[src/rtl/tttd_pkg.sv]
// Package: widths, register codes, reset values and shared types of the two-tone detector.
`timescale 1ns / 1ps

package tttd_pkg;

	localparam int TIME_W  = 32;
	localparam int LEVEL_W = 20;
	localparam int MS_W    = 16;
	localparam int CIDX_W  = 3;
	localparam int CDATA_W = 20;

	// register indexes
	localparam logic [CIDX_W-1:0] REG_LEVEL_THRESHOLD = 3'd0;
	localparam logic [CIDX_W-1:0] REG_TONE1_MIN_MS    = 3'd1;
	localparam logic [CIDX_W-1:0] REG_TONE2_MIN_MS    = 3'd2;
	localparam logic [CIDX_W-1:0] REG_GAP_WINDOW_MS   = 3'd3;
	localparam logic [CIDX_W-1:0] REG_HOLD_OFF_MS     = 3'd4;

	// register reset values
	localparam logic [LEVEL_W-1:0] RST_LEVEL_THRESHOLD = 20'd5000;
	localparam logic [MS_W-1:0]    RST_TONE1_MIN_MS    = 16'd500;
	localparam logic [MS_W-1:0]    RST_TONE2_MIN_MS    = 16'd700;
	localparam logic [MS_W-1:0]    RST_GAP_WINDOW_MS   = 16'd2000;
	localparam logic [MS_W-1:0]    RST_HOLD_OFF_MS     = 16'd2000;

	typedef struct packed {
		logic [LEVEL_W-1:0] level_threshold;
		logic [MS_W-1:0]    tone1_min_ms;
		logic [MS_W-1:0]    tone2_min_ms;
		logic [MS_W-1:0]    gap_window_ms;
		logic [MS_W-1:0]    hold_off_ms;
	} cfg_t;

	// one tone track: start time (zero = not started) and active flag
	typedef struct packed {
		logic [TIME_W-1:0] start;
		logic              flag;
	} track_t;

endpackage

[src/rtl/tttd_ifs.sv]
// Interfaces: item, result and configuration write channels.
`timescale 1ns / 1ps

interface tttd_item_if;
	logic                        valid;
	logic                        ready;
	logic [tttd_pkg::TIME_W-1:0]  now_ms;
	logic                        tone1_peak;
	logic [tttd_pkg::LEVEL_W-1:0] tone1_level;
	logic                        tone2_peak;
	logic [tttd_pkg::LEVEL_W-1:0] tone2_level;

	modport source (output valid, now_ms, tone1_peak, tone1_level, tone2_peak, tone2_level,
		input ready);
	modport sink (input valid, now_ms, tone1_peak, tone1_level, tone2_peak, tone2_level,
		output ready);
endinterface

interface tttd_result_if;
	logic valid;
	logic ready;
	logic detect_pulse;
	logic tone1_on;
	logic tone2_on;
	logic holding;
	logic cleared;

	modport source (output valid, detect_pulse, tone1_on, tone2_on, holding, cleared,
		input ready);
	modport sink (input valid, detect_pulse, tone1_on, tone2_on, holding, cleared,
		output ready);
endinterface

interface tttd_cfg_if;
	logic                        valid;
	logic                        ready;
	logic [tttd_pkg::CIDX_W-1:0]  index;
	logic [tttd_pkg::CDATA_W-1:0] data;

	modport source (output valid, index, data, input ready);
	modport sink (input valid, index, data, output ready);
endinterface

[src/rtl/tttd_cfg_regs.sv]
// Configuration register file, written through the config channel.
`timescale 1ns / 1ps

module tttd_cfg_regs (
	input  logic           clk,
	input  logic           arst_n,
	tttd_cfg_if.sink       cfg,
	output tttd_pkg::cfg_t regs
);

	tttd_pkg::cfg_t regs_q;

	assign cfg.ready = 1'b1;
	assign regs      = regs_q;

	always_ff @(posedge clk or negedge arst_n) begin
		if (!arst_n) begin
			regs_q.level_threshold <= tttd_pkg::RST_LEVEL_THRESHOLD;
			regs_q.tone1_min_ms    <= tttd_pkg::RST_TONE1_MIN_MS;
			regs_q.tone2_min_ms    <= tttd_pkg::RST_TONE2_MIN_MS;
			regs_q.gap_window_ms   <= tttd_pkg::RST_GAP_WINDOW_MS;
			regs_q.hold_off_ms     <= tttd_pkg::RST_HOLD_OFF_MS;
		end else if (cfg.valid) begin
			// out-of-range index: dropped
			unique case (cfg.index)
				tttd_pkg::REG_LEVEL_THRESHOLD:
					regs_q.level_threshold <= cfg.data[tttd_pkg::LEVEL_W-1:0];
				tttd_pkg::REG_TONE1_MIN_MS:
					regs_q.tone1_min_ms <= cfg.data[tttd_pkg::MS_W-1:0];
				tttd_pkg::REG_TONE2_MIN_MS:
					regs_q.tone2_min_ms <= cfg.data[tttd_pkg::MS_W-1:0];
				tttd_pkg::REG_GAP_WINDOW_MS:
					regs_q.gap_window_ms <= cfg.data[tttd_pkg::MS_W-1:0];
				tttd_pkg::REG_HOLD_OFF_MS:
					regs_q.hold_off_ms <= cfg.data[tttd_pkg::MS_W-1:0];
				default: begin
				end
			endcase
		end
	end

endmodule

[src/rtl/tttd_tone_track.sv]
// Next-state logic of one tone track.
`timescale 1ns / 1ps

module tttd_tone_track (
	input  logic [tttd_pkg::TIME_W-1:0] now_ms,
	input  logic                        present,
	input  logic [tttd_pkg::MS_W-1:0]   min_ms,
	input  logic [tttd_pkg::MS_W-1:0]   gap_ms,
	input  tttd_pkg::track_t            cur,
	output tttd_pkg::track_t            nxt
);

	logic [tttd_pkg::TIME_W-1:0] elapsed;

	// modulo 2^32 elapsed time
	assign elapsed = now_ms - cur.start;

	always_comb begin
		nxt = cur;
		if (present) begin
			if (cur.start == '0) begin
				nxt.start = now_ms;
			end else if (elapsed >= tttd_pkg::TIME_W'(min_ms)) begin
				nxt.flag = 1'b1;
			end
		end else if (elapsed > tttd_pkg::TIME_W'(gap_ms)) begin
			nxt.start = '0;
			nxt.flag  = 1'b0;
		end
	end

endmodule

[src/rtl/two_tone_sequence_detector.sv]
// Top level of the two-tone sequence detector: input stage, state and result register.
`timescale 1ns / 1ps

// channel  modport  payload                                                  transaction
// item     sink     now_ms, tone1_peak, tone1_level, tone2_peak, tone2_level  valid & ready
// result   source   detect_pulse, tone1_on, tone2_on, holding, cleared       valid & ready
// cfg      sink     index, data (register i at index i)                      valid & ready
//
// One item per cycle sustained while the result channel is ready. An item waits in the
// input register, where the tone tracks and cooldown logic evaluate it against the state
// registers; its result is then registered in the result register when the stage moves on.
// Reset (arst_n low) clears the tracks and cooldown end and restores register defaults.
// A stalled result holds the input stage; the item channel still takes a transaction
// whenever the input register is empty or moving on in the same cycle.

module two_tone_sequence_detector (
	input  logic          clk,
	input  logic          arst_n,
	tttd_item_if.sink     item,
	tttd_result_if.source result,
	tttd_cfg_if.sink      cfg
);

	tttd_pkg::cfg_t regs;

	tttd_cfg_regs u_cfg (
		.clk    (clk),
		.arst_n (arst_n),
		.cfg    (cfg),
		.regs   (regs)
	);

	// ---------------- input stage ----------------
	logic                         valid_s1;
	logic [tttd_pkg::TIME_W-1:0]  now_s1;
	logic                         peak1_s1;
	logic [tttd_pkg::LEVEL_W-1:0] level1_s1;
	logic                         peak2_s1;
	logic [tttd_pkg::LEVEL_W-1:0] level2_s1;

	logic advance;

	// the input stage moves on when the result register is free or being emptied
	assign advance    = valid_s1 && (!result.valid || result.ready);
	assign item.ready = !valid_s1 || advance;

	always_ff @(posedge clk or negedge arst_n) begin
		if (!arst_n) begin
			valid_s1 <= 1'b0;
		end else if (item.ready) begin
			valid_s1 <= item.valid;
		end
	end

	always_ff @(posedge clk) begin
		if (item.valid && item.ready) begin
			now_s1    <= item.now_ms;
			peak1_s1  <= item.tone1_peak;
			level1_s1 <= item.tone1_level;
			peak2_s1  <= item.tone2_peak;
			level2_s1 <= item.tone2_level;
		end
	end

	// ---------------- state ----------------
	tttd_pkg::track_t            trk1_q, trk2_q;
	logic [tttd_pkg::TIME_W-1:0] cool_end_q;

	tttd_pkg::track_t            trk1_nx, trk2_nx;
	tttd_pkg::track_t            trk1_n, trk2_n;
	logic [tttd_pkg::TIME_W-1:0] cool_mid, cool_end_n;
	logic                        both_on, expired, clr, hold, fire;
	logic                        present1, present2;

	assign present1 = peak1_s1 && (level1_s1 > regs.level_threshold);
	assign present2 = peak2_s1 && (level2_s1 > regs.level_threshold);

	tttd_tone_track u_trk1 (
		.now_ms  (now_s1),
		.present (present1),
		.min_ms  (regs.tone1_min_ms),
		.gap_ms  (regs.gap_window_ms),
		.cur     (trk1_q),
		.nxt     (trk1_nx)
	);

	tttd_tone_track u_trk2 (
		.now_ms  (now_s1),
		.present (present2),
		.min_ms  (regs.tone2_min_ms),
		.gap_ms  (regs.gap_window_ms),
		.cur     (trk2_q),
		.nxt     (trk2_nx)
	);

	// both active: skip track update; clear all once now passes cooldown end
	assign both_on = trk1_q.flag && trk2_q.flag;
	assign expired = now_s1 > cool_end_q;
	assign clr     = both_on && expired;
	assign hold    = both_on && !expired;

	always_comb begin
		if (clr) begin
			trk1_n   = '0;
			trk2_n   = '0;
			cool_mid = '0;
		end else if (hold) begin
			trk1_n   = trk1_q;
			trk2_n   = trk2_q;
			cool_mid = cool_end_q;
		end else begin
			trk1_n   = trk1_nx;
			trk2_n   = trk2_nx;
			cool_mid = cool_end_q;
		end
	end

	// detection on the updated state; at now == cooldown end it fires again
	assign fire       = (now_s1 >= cool_mid) && trk1_n.flag && trk2_n.flag;
	assign cool_end_n = fire ? (now_s1 + tttd_pkg::TIME_W'(regs.hold_off_ms)) : cool_mid;

	always_ff @(posedge clk or negedge arst_n) begin
		if (!arst_n) begin
			trk1_q     <= '0;
			trk2_q     <= '0;
			cool_end_q <= '0;
		end else if (advance) begin
			trk1_q     <= trk1_n;
			trk2_q     <= trk2_n;
			cool_end_q <= cool_end_n;
		end
	end

	// ---------------- result register ----------------
	logic res_valid_q;
	logic pulse_q, on1_q, on2_q, holding_q, cleared_q;

	always_ff @(posedge clk or negedge arst_n) begin
		if (!arst_n) begin
			res_valid_q <= 1'b0;
		end else if (advance) begin
			res_valid_q <= 1'b1;
		end else if (result.ready) begin
			res_valid_q <= 1'b0;
		end
	end

	always_ff @(posedge clk) begin
		if (advance) begin
			pulse_q   <= fire;
			on1_q     <= trk1_n.flag;
			on2_q     <= trk2_n.flag;
			holding_q <= hold;
			cleared_q <= clr;
		end
	end

	assign result.valid        = res_valid_q;
	assign result.detect_pulse = pulse_q;
	assign result.tone1_on     = on1_q;
	assign result.tone2_on     = on2_q;
	assign result.holding      = holding_q;
	assign result.cleared      = cleared_q;

	// ---------------- assertions ----------------
	// a clear leaves no track active, so no pulse can follow in the same step
	a_clear_quiet: assert property (@(posedge clk) disable iff (!arst_n)
		res_valid_q && cleared_q |-> !pulse_q && !on1_q && !on2_q)
		else $error("clear step reports active track or pulse");

	// holding only while both tracks stay active
	a_hold_both: assert property (@(posedge clk) disable iff (!arst_n)
		res_valid_q && holding_q |-> on1_q && on2_q && !cleared_q)
		else $error("holding without both tracks active");

	// state only moves with an item that passes to the result register
	a_state_stall: assert property (@(posedge clk) disable iff (!arst_n)
		!advance |=> $stable(cool_end_q) && $stable(trk1_q) && $stable(trk2_q))
		else $error("state changed without an item");

	// an empty input stage always takes a transaction
	a_in_ready: assert property (@(posedge clk) disable iff (!arst_n)
		!valid_s1 |-> item.ready)
		else $error("input stage empty but not ready");

	// a fired pulse pushes the cooldown end to now plus hold-off
	a_cool_set: assert property (@(posedge clk) disable iff (!arst_n)
		advance && fire |=>
			cool_end_q == $past(now_s1) + tttd_pkg::TIME_W'($past(regs.hold_off_ms)))
		else $error("cooldown end not set on detection");

endmodule

[src/flat_wrapper.sv]
// flat-port wrapper written by rule: the top's interface ports become plain ports
module two_tone_sequence_detector_flat 
  (clk, arst_n, item_valid, item_now_ms, item_tone1_peak, item_tone1_level, item_tone2_peak, item_tone2_level, item_ready, result_valid, result_detect_pulse, result_tone1_on, result_tone2_on, result_holding, result_cleared, result_ready, cfg_valid, cfg_index, cfg_data, cfg_ready);
  tttd_item_if item_i ();
  tttd_result_if result_i ();
  tttd_cfg_if cfg_i ();
  input  logic clk;
  input  logic arst_n;
  input wire logic [$bits(item_i.valid)-1:0] item_valid;
  input wire logic [$bits(item_i.now_ms)-1:0] item_now_ms;
  input wire logic [$bits(item_i.tone1_peak)-1:0] item_tone1_peak;
  input wire logic [$bits(item_i.tone1_level)-1:0] item_tone1_level;
  input wire logic [$bits(item_i.tone2_peak)-1:0] item_tone2_peak;
  input wire logic [$bits(item_i.tone2_level)-1:0] item_tone2_level;
  output wire logic [$bits(item_i.ready)-1:0] item_ready;
  output wire logic [$bits(result_i.valid)-1:0] result_valid;
  output wire logic [$bits(result_i.detect_pulse)-1:0] result_detect_pulse;
  output wire logic [$bits(result_i.tone1_on)-1:0] result_tone1_on;
  output wire logic [$bits(result_i.tone2_on)-1:0] result_tone2_on;
  output wire logic [$bits(result_i.holding)-1:0] result_holding;
  output wire logic [$bits(result_i.cleared)-1:0] result_cleared;
  input wire logic [$bits(result_i.ready)-1:0] result_ready;
  input wire logic [$bits(cfg_i.valid)-1:0] cfg_valid;
  input wire logic [$bits(cfg_i.index)-1:0] cfg_index;
  input wire logic [$bits(cfg_i.data)-1:0] cfg_data;
  output wire logic [$bits(cfg_i.ready)-1:0] cfg_ready;
  assign item_i.valid = item_valid;
  assign item_i.now_ms = item_now_ms;
  assign item_i.tone1_peak = item_tone1_peak;
  assign item_i.tone1_level = item_tone1_level;
  assign item_i.tone2_peak = item_tone2_peak;
  assign item_i.tone2_level = item_tone2_level;
  assign item_ready = item_i.ready;
  assign result_valid = result_i.valid;
  assign result_detect_pulse = result_i.detect_pulse;
  assign result_tone1_on = result_i.tone1_on;
  assign result_tone2_on = result_i.tone2_on;
  assign result_holding = result_i.holding;
  assign result_cleared = result_i.cleared;
  assign result_i.ready = result_ready;
  assign cfg_i.valid = cfg_valid;
  assign cfg_i.index = cfg_index;
  assign cfg_i.data = cfg_data;
  assign cfg_ready = cfg_i.ready;
  two_tone_sequence_detector u_core (.clk(clk), .arst_n(arst_n), .item(item_i), .result(result_i), .cfg(cfg_i));
endmodule
[config.mk]
export PLATFORM = sky130hd
export DESIGN_NAME = two_tone_sequence_detector_flat
export DESIGN_NICKNAME = d
export VERILOG_FILES = /design/src/rtl/tttd_pkg.sv /design/src/rtl/tttd_ifs.sv /design/src/rtl/tttd_cfg_regs.sv /design/src/rtl/tttd_tone_track.sv /design/src/rtl/two_tone_sequence_detector.sv /design/src/flat_wrapper.sv
export SDC_FILE = /design/constraint.sdc
export NUM_CORES = 1
export LEC_CHECK = 0
export BUFFER_PORTS_ARGS = -buffer_cell sky130_fd_sc_hd__buf_2
export CORE_ASPECT_RATIO = 0.5
export CORE_MARGIN = 1
export CORE_UTILIZATION = 52
export DETAILED_ROUTE_END_ITERATION = 8
export PLACE_DENSITY_LB_ADDON = 0.08
export SETUP_SLACK_MARGIN = 0.1
export SLEW_MARGIN = 20
export SYNTH_ARGS = -nofsm -noshare
export SYNTH_HDL_FRONTEND = slang
export SYNTH_SLANG_ARGS = --single-unit
[constraint.sdc]
create_clock -name clk -period 6.7 [get_ports clk]
set_input_delay 0.67 -clock clk [delete_from_list [all_inputs] [get_ports clk]]
set_output_delay 0.67 -clock clk [all_outputs]
set_load 0.1 [all_outputs]
==> results of run 1 <==
-- stage by stage --
stage | setup WS (ns) | utilization (%) | hold WS, ns | instances | total power (W)
floorplan | 1.91 | - | 0.374 | 2013 | 0.00488
global placement | 0.967 | 56.2 | 0.473 | 2561 | 0.00588
detailed placement | 0.921 | 56.2 | 0.470 | 2561 | 0.00592
CTS | 0.878 | 58.5 | 0.233 | 2612 | 0.00744
global route | 0.422 | 58.6 | 0.239 | 2613 | 0.00803
finish | 0.776 | 58.6 | 0.267 | 2614 | 0.00747
-- registers in the layout (all words and copies together) (netlist names) --
register,cells
u_core.level1_s1,20
u_core.result.detect_pulse,1
u_core.peak1_s1,1
u_core.u_cfg.regs,84
u_core.trk2_q,33
u_core.result.tone2_on,1
u_core.result.valid,1
u_core.now_s1,32
u_core.trk1_q,33
u_core.level2_s1,20
u_core.result.cleared,1
u_core.valid_s1,1
u_core.cool_end_q,32
u_core.peak2_s1,1
u_core.result.tone1_on,1
u_core.result.holding,1
-- power by group --
group | internal (W) | leakage (nW) | switching (W) | total (W)
combinational | 0.00152 | 6.09 | 0.00222 | 0.00374
sequential | 0.00202 | 3.03 | 0.000236 | 0.00225
clock | 0.000796 | 0.403 | 0.000678 | 0.00147
-- routing by layer --
layer / GRT usage, % / vias to the layer above
met3: 7.39 / 75
met4: 6.46 / 0
met2: 43.5 / 482
li1: - / 7565
met5: 0 / -
met1: 41.4 / 7519
-- cells by family (layout without fill, tap and decap cells) --
logic type / after synthesis / after routing
AO/OA/AOI/OAI: 548 / 548
AND/OR/NAND/NOR: 543 / 543
flip-flops: 263 / 263
buffers and inverters: 261 / 377
adder cells (fa/ha/maj): 249 / 249
multiplexers: 86 / 86
XOR/XNOR: 62 / 62
other: 1 / 2
-- cells in the mapped netlist (5+ instances only) --
cell type	instances
a211o_1	6
o31ai_1	6
a2111oi_0	9
or4_1	6
a21oi_1	121
nand2_1	210
mux2_2	41
and3_1	10
xnor2_1	34
o211ai_1	19
a31oi_1	9
o2111ai_1	6
a21boi_0	5
a211oi_1	14
o221ai_1	5
o21bai_1	6
o21ai_0	127
or3_1	10
nand2b_1	17
nor2b_1	22
inv_1	189
o32ai_2	20
o21a_1	26
a22o_1	32
dfstp_2	29
nand3_1	36
mux2i_1	45
nor3_1	30
xor2_1	28
ha_1	246
dfrtp_1	155
edfxtp_1	79
nor4_1	27
and4_1	8
nor2_1	74
a21o_1	91
clkbuf_1	64
nand4_1	58
and2_1	14
-- cells in the final DEF, fill, tap and decap left out, types with 10 or more instances in the layout --
cell type / Yosys / routed
nand4_1: 58 / 58
xor2_1: 28 / 28
a21oi_1: 121 / 121
nor2b_1: 22 / 22
nor2_1: 74 / 74
nor4_1: 27 / 26
xnor2_1: 34 / 34
o211ai_1: 19 / 19
buf_2: 3 / 107
nand3_1: 36 / 35
dfstp_2: 29 / 29
o21ai_0: 127 / 127
a211oi_1: 14 / 14
clkbuf_16: 0 / 27
and2_1: 14 / 13
buf_4: 2 / 25
dfrtp_1: 155 / 155
a21o_1: 91 / 91
or3_1: 10 / 10
mux2i_1: 45 / 45
and3_1: 10 / 10
nor3_1: 30 / 29
ha_1: 246 / 246
a22o_1: 32 / 32
o32ai_2: 20 / 20
nand2b_1: 17 / 17
edfxtp_1: 79 / 79
o21a_1: 26 / 26
inv_1: 189 / 188
nand2_1: 210 / 210
mux2_2: 41 / 41
-- worst max-delay path by stage --
stage                                        end  slack (ns)
2_1_floorplan  u_core.cool_end_q[13]$_DFFE_PN0P_        1.91
3_3_place_gp   u_core.cool_end_q[29]$_DFFE_PN0P_        0.97
3_5_place_dp    u_core.cool_end_q[1]$_DFFE_PN0P_        0.92
4_1_cts        u_core.cool_end_q[26]$_DFFE_PN0P_        0.88
5_1_grt        u_core.cool_end_q[17]$_DFFE_PN0P_        0.42
6_report       u_core.cool_end_q[26]$_DFFE_PN0P_        0.78
-- cell type report --
| class | instances | share of cell area, % |
|---|---|---|
| clock inverters | 13 | 0.462 |
| multi-input cells | 1489 | 52.7 |
| flip-flops and latches | 263 | 33.2 |
| well taps | 484 | 2.87 |
| diodes | 1 | 0.0118 |
| clock buffers | 37 | 3.42 |
| inverters | 189 | 3.36 |
| repair buffers | 138 | 3.95 |
==> qor.json, run 1 <==
{
  "finish": {
    "sequential_cell_area_mm2": 0.00701,
    "fin_area_mm2": 0.0211,
    "multi_input_comb_area_mm2": 0.0111,
    "nets": 2459,
    "drive_above_1_share_pct": 13.4,
    "area_growth_syn_to_layout_pct": 10.7,
    "fillerInstances": 3210
  },
  "clocking": {
    "htree_levels": 1,
    "clock_sinks": 263,
    "tritoncts_clock_tree": "done",
    "cts_setup_buffers": 0,
    "root_driver": "clkbuf_16",
    "post_cts.resized_instances": 0,
    "tritoncts.num_buffers": 27,
    "cts-root-to-sink-buffers": 3,
    "cts_hold_buffers": 1,
    "clk_transition_reported_paths_ns": 0.07,
    "worst_skew_pair.late_latency_ns": 0.58
  },
  "critical_path": {
    "crit_buf_inv": 2,
    "reg2regPathDepth": 24,
    "worst-path-max-fanout": 26,
    "worstPathArrival_ns": 6.42,
    "cp_top_family": "compound AO/OA/AOI/OAI gates",
    "critical-path-top-cell-by-count": "a21o_1",
    "crit_path_cell_trace": "ha_1, a21o_1, a21o_1, a21o_1, a21o_1, a211o_1, a21oi_1, o21ai_0, nand3_1, buf_4, and2_1, ha_1, nand2b_1, a21o_1, a21oi_1, o21ai_0, o31ai_1, a21oi_1, a2111oi_0, o21ai_0, and3_1, nand3_2, buf_12, mux2i_1",
    "crit-reg2reg-launch": "u_core.now_s1[25]$_DFFE_PP_",
    "critical_path.slowest_cell": "edfxtp_1",
    "critical_path_endpoint_category": "register",
    "worstPathRequired_ns": 7.19,
    "cp-start-kind": "register",
    "worst-path-stages": 24,
    "regToRegEndpoint": "u_core.cool_end_q[26]$_DFFE_PN0P_",
    "crit_start": "u_core.now_s1[25]$_DFFE_PP_",
    "cpPeakStageDelay_ns": 0.57,
    "worst_setup_path_type": "register to register",
    "reg2reg_slack_ns": 0.78
  },
  "yosys": {
    "synth_cell_type_count": 75,
    "synthesis.area_mm2": 0.0191,
    "synth_sequential_area_ratio_pct": 36.7,
    "ys.warnings.count": 0,
    "post_synth_fa_ha_maj_area_fraction_pct": 16.4,
    "post_synth_mux_area_share_pct": 4.78,
    "post_synth_and_or_nand_nor_area_fraction_pct": 14.0,
    "synth.avg_cell_area_um2": 9.48,
    "postSynth.topFlopCell": "dfrtp_1",
    "synthesis.instances": 2013,
    "post_synth_xor_area_fraction_pct": 2.84,
    "synth_compound_gate_area_share_pct": 19.9,
    "yosys.area.top_type_share_pct": 20.3,
    "synth.net_count": 2364,
    "postSynthRegisterBits": 263,
    "yosys.area.top_type": "dfrtp_1",
    "synth_edf_count": 79,
    "ys_async_sr_fraction_pct": 70.0,
    "ys_top_cells_by_area": "dfrtp_1, ha_1, edfxtp_1",
    "largest_family_of_logic_cells_by_synthesized_area": "compound AO/OA/AOI/OAI gates"
  },
  "worst_hold_path": {
    "worst_hold_path.num_cells": 1,
    "hold_critical_path_endpoint": "u_core.now_s1[9]$_DFFE_PP_",
    "min_path_type": "primary input to register",
    "hold_path.startpoint": "item_now_ms[9]"
  },
  "timing": {
    "period_minus_slack_ns": 5.92,
    "totalNegativeSetupSlack_ns": 0,
    "setup_viol": 0,
    "final_min_period_over_clock_period_pct": 88.4,
    "timing.fmax_mhz": 169,
    "worst_clock_skew_ns": 0.0136,
    "slew_violations": 0,
    "grt_setup_unrepaired": "false",
    "slew_headroom_pct": 21.3,
    "final_hold_vio_count": 0,
    "worst_tran_pin_value_ns": 1.17
  },
  "routing": {
    "detail_route.drc_violations": 0,
    "wirelength_mm": 54.1,
    "wl_met2_mm": 22.5,
    "detail_route.wl_per_cell_um": 20.7,
    "met3_wirelength_mm": 4.50,
    "post_drt_via_cell_ratio": 5.98,
    "drt_first_pass_iters": 8,
    "routed.top_layer": "met4",
    "ant_nets": 0,
    "vias": 15600,
    "drt_iter0_drc": 1211,
    "wl_met1_mm": 25.9
  },
  "job": {
    "drv_cap": 0
  },
  "floorplan": {
    "floorplan.initialDensity_pct": 53.0,
    "die_area_mm2": 0.0375,
    "dieHeight_um": 137,
    "top_level_ports": 110,
    "dieWidth_um": 273,
    "std_cell_rows": 49,
    "core_mm2": 0.0360
  },
  "power": {
    "ir_drop_v": 0.000224,
    "pwr_dens_mw_per_mm2": 354,
    "power_leakage_nw": 9.52
  },
  "placed_design": {
    "dpl.hpwl_mm": 41.2,
    "port_buffers": 108,
    "placed_area_mm2": 0.0203,
    "place_congestion": 0.954
  },
  "global_route": {
    "grt_overflow": 0,
    "grt_max_degree": 158,
    "wire_length_of_the_first_global_routing_pass_mm": 83.2,
    "grt_antenna_before_repair": 3,
    "grt.total_usage_pct": 28.8,
    "first_global_vias": 14700
  },
  "run_status": {
    "status": "finished, final reports clean"
  }
}
Note: power is estimated with default switching activity, not from simulation.
==> run 2, diff against run 1 <==
CORE_UTILIZATION = 60   (was 52)
==> qor.json, run 2 (synthesis gave the netlist of run 1 again) <==
{
  "floorplan": {
    "dieHeight_um": 128,
    "top_level_ports": 110,
    "dieWidth_um": 254,
    "core_mm2": 0.0308,
    "std_cell_rows": 45,
    "die_area_mm2": 0.0326,
    "floorplan.initialDensity_pct": 62.0
  },
  "finish": {
    "nets": 2462,
    "mostFrequentLayoutCells": "ha_1, nand2_1, inv_1",
    "fillerInstances": 2544,
    "post_route_insts_no_fill": 2554,
    "layout.cells.most_common": "ha_1",
    "n_antenna_cell": 0,
    "largest_register_ffs": 84,
    "sequential_cell_area_mm2": 0.00701,
    "area_growth_syn_to_layout_pct": 10.4,
    "final_core_utilization_pct": 68.4,
    "drive_above_1_share_pct": 13.7,
    "multi_input_comb_area_mm2": 0.0111
  },
  "critical_path": {
    "cp_top_family": "compound AO/OA/AOI/OAI gates",
    "worstPathArrival_ns": 6.53,
    "worst-path-max-fanout": 32,
    "worstPathRequired_ns": 7.17,
    "reg2regPathDepth": 21,
    "crit_buf_inv": 1,
    "cp-start-kind": "register",
    "critical-path-top-cell-by-count": "nor2_1",
    "cpPeakStageDelay_ns": 0.61,
    "critical_path.slowest_cell": "edfxtp_1",
    "critical_path_endpoint_category": "register",
    "crit_path_cell_trace": "ha_1, nor2b_1, o2111ai_1, a21oi_1, nor2_1, nor2_1, nor2_1, o21ai_0, a21o_1, a21oi_1, xnor2_1, ha_1, nand4_1, nor2_1, a211oi_1, o21ai_0, or4_1, a221o_1, nand3_2, buf_4, mux2i_1",
    "worst-path-stages": 21,
    "reg2reg_slack_ns": 0.64,
    "worst_setup_path_type": "register to register"
  },
  "global_route": {
    "grt_antenna_before_repair": 2,
    "grt.total_usage_pct": 32.9,
    "wire_length_of_the_first_global_routing_pass_mm": 82.5,
    "grt_max_degree": 87,
    "first_global_vias": 14700,
    "grt_overflow": 0
  },
  "timing": {
    "grt_setup_unrepaired": "false",
    "timing.fmax_mhz": 165,
    "final_min_period_over_clock_period_pct": 90.4,
    "worst_tran_pin_value_ns": 1.26,
    "final_hold_vio_count": 0,
    "period_minus_slack_ns": 6.06,
    "totalNegativeSetupSlack_ns": 0,
    "slew_headroom_pct": 16.1,
    "worst_clock_skew_ns": 0.0266,
    "slew_violations": 0,
    "setup_viol": 0
  },
  "routing": {
    "vias": 15800,
    "post_drt_via_cell_ratio": 6.19,
    "detail_route.wl_per_cell_um": 20.7,
    "wirelength_mm": 52.9,
    "detail_route.drc_violations": 0,
    "ant_nets": 0,
    "drt_first_pass_iters": 5,
    "drt_iter0_drc": 1296
  },
  "clocking": {
    "clk_transition_reported_paths_ns": 0.06,
    "tritoncts_clock_tree": "done",
    "htree_levels": 1,
    "cts-root-to-sink-buffers": 3,
    "tritoncts.num_buffers": 26,
    "cts_hold_buffers": 0,
    "root_driver": "clkbuf_16",
    "worst_skew_pair.late_latency_ns": 0.57,
    "clock_sinks": 263,
    "post_cts.resized_instances": 0,
    "cts_setup_buffers": 0
  },
  "placed_design": {
    "placedCellCount": 2505,
    "place_congestion": 0.978,
    "dpl.hpwl_mm": 40.2,
    "port_buffers": 108
  },
  "power": {
    "pwr_dens_mw_per_mm2": 356,
    "power_leakage_nw": 9.54,
    "ir_drop_v": 0.000230
  },
  "run_status": {
    "status": "finished, final reports clean"
  },
  "worst_hold_path": {
    "min_path_type": "primary input to async pin"
  },
  "job": {
    "drv_cap": 0
  }
}
==> run 2: cell types whose count changed in the layout (fill, tap and decap cells not counted), moves of 2 or more <==
cell      before  now
buf_4         25   33
clkinv_1       6    2
buf_12         3    0
clkbuf_8       2    4
==> run 2: metal layers <==
metal	GRT usage [%]	part of all wire, %	vias to the layer above
met5	0	0	-
li1	-	-	7580
met2	48.4	42	595
met4	8.04	2.3	0
met3	7.98	9.1	72
met1	48.4	47	7557
==> run 2: worst register-to-register path, stage by stage (launching register included) <==
cell and delay [ns]:
edfxtp_1 0.61, ha_1 0.39, nor2b_1 0.20, o2111ai_1 0.23, a21oi_1 0.33, nor2_1 0.12, nor2_1 0.12, nor2_1 0.07
o21ai_0 0.30, a21o_1 0.18, a21oi_1 0.07, xnor2_1 0.45, ha_1 0.35, nand4_1 0.10, nor2_1 0.06, a211oi_1 0.23
o21ai_0 0.28, or4_1 0.61, a221o_1 0.42, nand3_2 0.08, buf_4 0.47, mux2i_1 0.27
==> run 2: final cells by class <==
class,instances,share of cell area (%)
sequential,263,33.3
tap,423,2.51
clock buffer,38,3.46
clock inverter,10,0.624
inverter,189,3.37
timing repair buffer,142,3.91
multi-input combinational,1489,52.8
==> run 2: final timing paths <==
| kind | end | from |
|---|---|---|
| worst max register to register | u_core.cool_end_q[17]$_DFFE_PN0P_ | u_core.now_s1[1]$_DFFE_PP_ |
| min in group clk | u_core.now_s1[2]$_DFFE_PP_ | item_now_ms[2] |
| max in group asynchronous | u_core.u_cfg.regs[48]$_DFFE_PN0P_ | arst_n |
| worst min register to register | u_core.result.valid$_DFFE_PN0P_ | u_core.valid_s1$_DFFE_PN0N_ |
| worst max-delay path | u_core.cool_end_q[17]$_DFFE_PN0P_ | u_core.now_s1[1]$_DFFE_PP_ |
| worst min-delay path | u_core.u_cfg.regs[69]$_DFFE_PN0P_ | arst_n |
==> run 2: metrics by stage <==
step                power, W  setup slack, ns  hold slack, ns  cell area (µm²)
floorplan            0.00488             1.91           0.374            19100
global placement     0.00583            0.936           0.475            20200
detailed placement   0.00589            0.901           0.487            20200
CTS                  0.00743            0.801           0.175            21000
global route         0.00804            0.340           0.201            21100
finish               0.00750            0.641           0.148            21100
==> run 2: where the power goes <==
part           leakage, nW  switching [W]  internal, W
Sequential            3.03       0.000239      0.00202
Combinational         6.09        0.00222      0.00152
Clock                0.422       0.000662     0.000841
Total                 9.54        0.00312      0.00438
==> run 3, diff against run 2 <==
clock period = 7.4 ns   (was 6.7 ns; I/O delays follow)
==> qor.json, run 3 (synthesis gave the netlist of run 1 again) <==
{
  "run_status": {
    "status": "finished, final reports clean"
  },
  "floorplan": {
    "dieWidth_um": 254,
    "dieHeight_um": 128,
    "floorplan.initialDensity_pct": 62.0,
    "core_mm2": 0.0308,
    "die_area_mm2": 0.0326,
    "top_level_ports": 110,
    "std_cell_rows": 45
  },
  "clocking": {
    "tritoncts.num_buffers": 25,
    "tritoncts_clock_tree": "done",
    "cts_hold_buffers": 0,
    "clock_sinks": 263,
    "root_driver": "clkbuf_16",
    "htree_levels": 1,
    "cts_setup_buffers": 0,
    "worst_skew_pair.late_latency_ns": 0.57,
    "clk_transition_reported_paths_ns": 0.07,
    "post_cts.resized_instances": 0,
    "cts-root-to-sink-buffers": 3
  },
  "timing": {
    "slew_headroom_pct": 20.0,
    "period_minus_slack_ns": 6.27,
    "fin_ws_ns": 1.13,
    "setup_viol": 0,
    "slew_violations": 0,
    "timing.fmax_mhz": 159,
    "final_min_period_over_clock_period_pct": 84.8,
    "worst_clock_skew_ns": 0.0176,
    "totalNegativeSetupSlack_ns": 0,
    "worst_tran_pin_value_ns": 1.19,
    "grt_setup_unrepaired": "false",
    "final_hold_vio_count": 0,
    "holdWs_ns": 0.276
  },
  "global_route": {
    "grt_antenna_before_repair": 1,
    "wire_length_of_the_first_global_routing_pass_mm": 82.2,
    "grt.total_usage_pct": 32.9,
    "grt_overflow": 0,
    "grt_max_degree": 117,
    "first_global_vias": 14600
  },
  "critical_path": {
    "worst-path-stages": 21,
    "crit_buf_inv": 0,
    "reg2reg_slack_ns": 1.13,
    "regToRegEndpoint": "u_core.cool_end_q[31]$_DFFE_PN0P_",
    "cp-endpoint": "u_core.cool_end_q[31]$_DFFE_PN0P_",
    "cp-start-kind": "register",
    "cpPeakStageDelay_ns": 0.82,
    "cp_top_family": "compound AO/OA/AOI/OAI gates",
    "reg2regPathDepth": 21,
    "crit-reg2reg-launch": "u_core.now_s1[1]$_DFFE_PP_",
    "critical-path-top-cell-by-count": "nor2_1",
    "critical_path_endpoint_category": "register",
    "worst-path-max-fanout": 32,
    "worstPathRequired_ns": 7.85,
    "crit_start": "u_core.now_s1[1]$_DFFE_PP_",
    "critical_path.slowest_cell": "nand3_2",
    "worst_setup_path_type": "register to register",
    "crit_path_cell_trace": "ha_1, nor2b_1, o2111ai_1, a21oi_1, nor2_1, nor2_1, nor2_1, o21ai_0, a21o_1, a21oi_1, xnor2_1, ha_1, nand4_1, nor2_1, a211oi_1, o21ai_0, nand3_1, nor4b_1, a221o_1, nand3_2, o32ai_1",
    "worstPathArrival_ns": 6.72
  },
  "finish": {
    "mostFrequentLayoutCells": "ha_1, nand2_1, inv_1",
    "n_antenna_cell": 0,
    "layout.cells.most_common": "ha_1",
    "area_growth_syn_to_layout_pct": 9.52,
    "largest_register_ffs": 84,
    "nets": 2446,
    "fin_area_mm2": 0.0209,
    "drive_above_1_share_pct": 13.1,
    "post_route_insts_no_fill": 2537
  },
  "routing": {
    "post_drt_via_cell_ratio": 6.16,
    "ant_nets": 0,
    "detail_route.drc_violations": 0,
    "vias": 15600,
    "drt_first_pass_iters": 6,
    "detail_route.wl_per_cell_um": 20.8,
    "drt_iter0_drc": 1482,
    "wirelength_mm": 52.7
  },
  "placed_design": {
    "placed_area_mm2": 0.0201,
    "placedCellCount": 2491,
    "pre_cts_worst_setup_slack_ns": 1.29,
    "dpl.hpwl_mm": 40.1,
    "port_buffers": 108,
    "place_congestion": 0.939
  },
  "job": {
    "drv_cap": 0
  },
  "power": {
    "ir_drop_v": 0.000199,
    "pwr_dens_mw_per_mm2": 322,
    "power_leakage_nw": 9.44
  },
  "worst_hold_path": {
    "min_path_type": "primary input to async pin"
  }
}
## run 3: worst register-to-register path: stages (launching register included)
cell       delay (ns)
edfxtp_1         0.61
ha_1             0.37
nor2b_1          0.17
o2111ai_1        0.21
a21oi_1          0.38
nor2_1           0.14
nor2_1           0.13
nor2_1           0.07
o21ai_0          0.26
a21o_1           0.17
a21oi_1          0.07
xnor2_1          0.48
ha_1             0.35
nand4_1          0.13
nor2_1           0.06
a211oi_1         0.32
o21ai_0          0.15
nand3_1          0.14
nor4b_1          0.37
a221o_1          0.31
nand3_2          0.82
o32ai_1          0.43
## run 3: final cells by class
| cell class | instances | area [µm²] |
|---|---|---|
| tap | 423 | 529 |
| clock buffer | 36 | 728 |
| timing repair buffer | 127 | 692 |
| sequential | 263 | 7010 |
| multi-input combinational | 1489 | 11100 |
| inverter | 189 | 709 |
| clock inverter | 10 | 93.8 |
| fill | 2478 | 9890 |
## run 3: per-layer routing
layer	part of all wire (%)	global-route usage [%]	up-vias
li1	-	-	7565
met2	41	47.6	544
met5	0	0	-
met3	8.5	7.98	91
met1	47	48.5	7431
met4	3.0	9.53	0
## run 3: through the flow
step,total power (W),util [%]
2_1_floorplan,0.00442,-
3_3_place_gp,0.00527,65.2
3_5_place_dp,0.00533,65.2
4_1_cts,0.00669,67.9
5_1_grt,0.00722,67.9
6_report,0.00674,67.9
## run 3: report_power, final
part	switching [W]	internal (W)	total, W	leakage [nW]
clock	0.000599	0.000724	0.00132	0.393
sequential	0.000226	0.00183	0.00206	3.03
combinational	0.00199	0.00136	0.00336	6.02
## run 3: worst min path at each step
| stage | endpoint | startpoint | depth (start not counted) | slack [ns] |
|---|---|---|---|---|
| after floorplan | u_core.cool_end_q[0]$_DFFE_PN0P_ | arst_n | 0 | 0.44 |
| after global placement | u_core.result.valid$_DFFE_PN0P_ | u_core.valid_s1$_DFFE_PN0N_ | 1 | 0.48 |
| after detailed placement | u_core.result.valid$_DFFE_PN0P_ | u_core.valid_s1$_DFFE_PN0N_ | 1 | 0.49 |
| after CTS | u_core.now_s1[6]$_DFFE_PP_ | item_now_ms[6] | 1 | 0.32 |
| after global routing | u_core.level1_s1[3]$_DFFE_PP_ | item_tone1_level[3] | 1 | 0.32 |
| final | u_core.u_cfg.regs[69]$_DFFE_PN0P_ | arst_n | 1 | 0.28 |
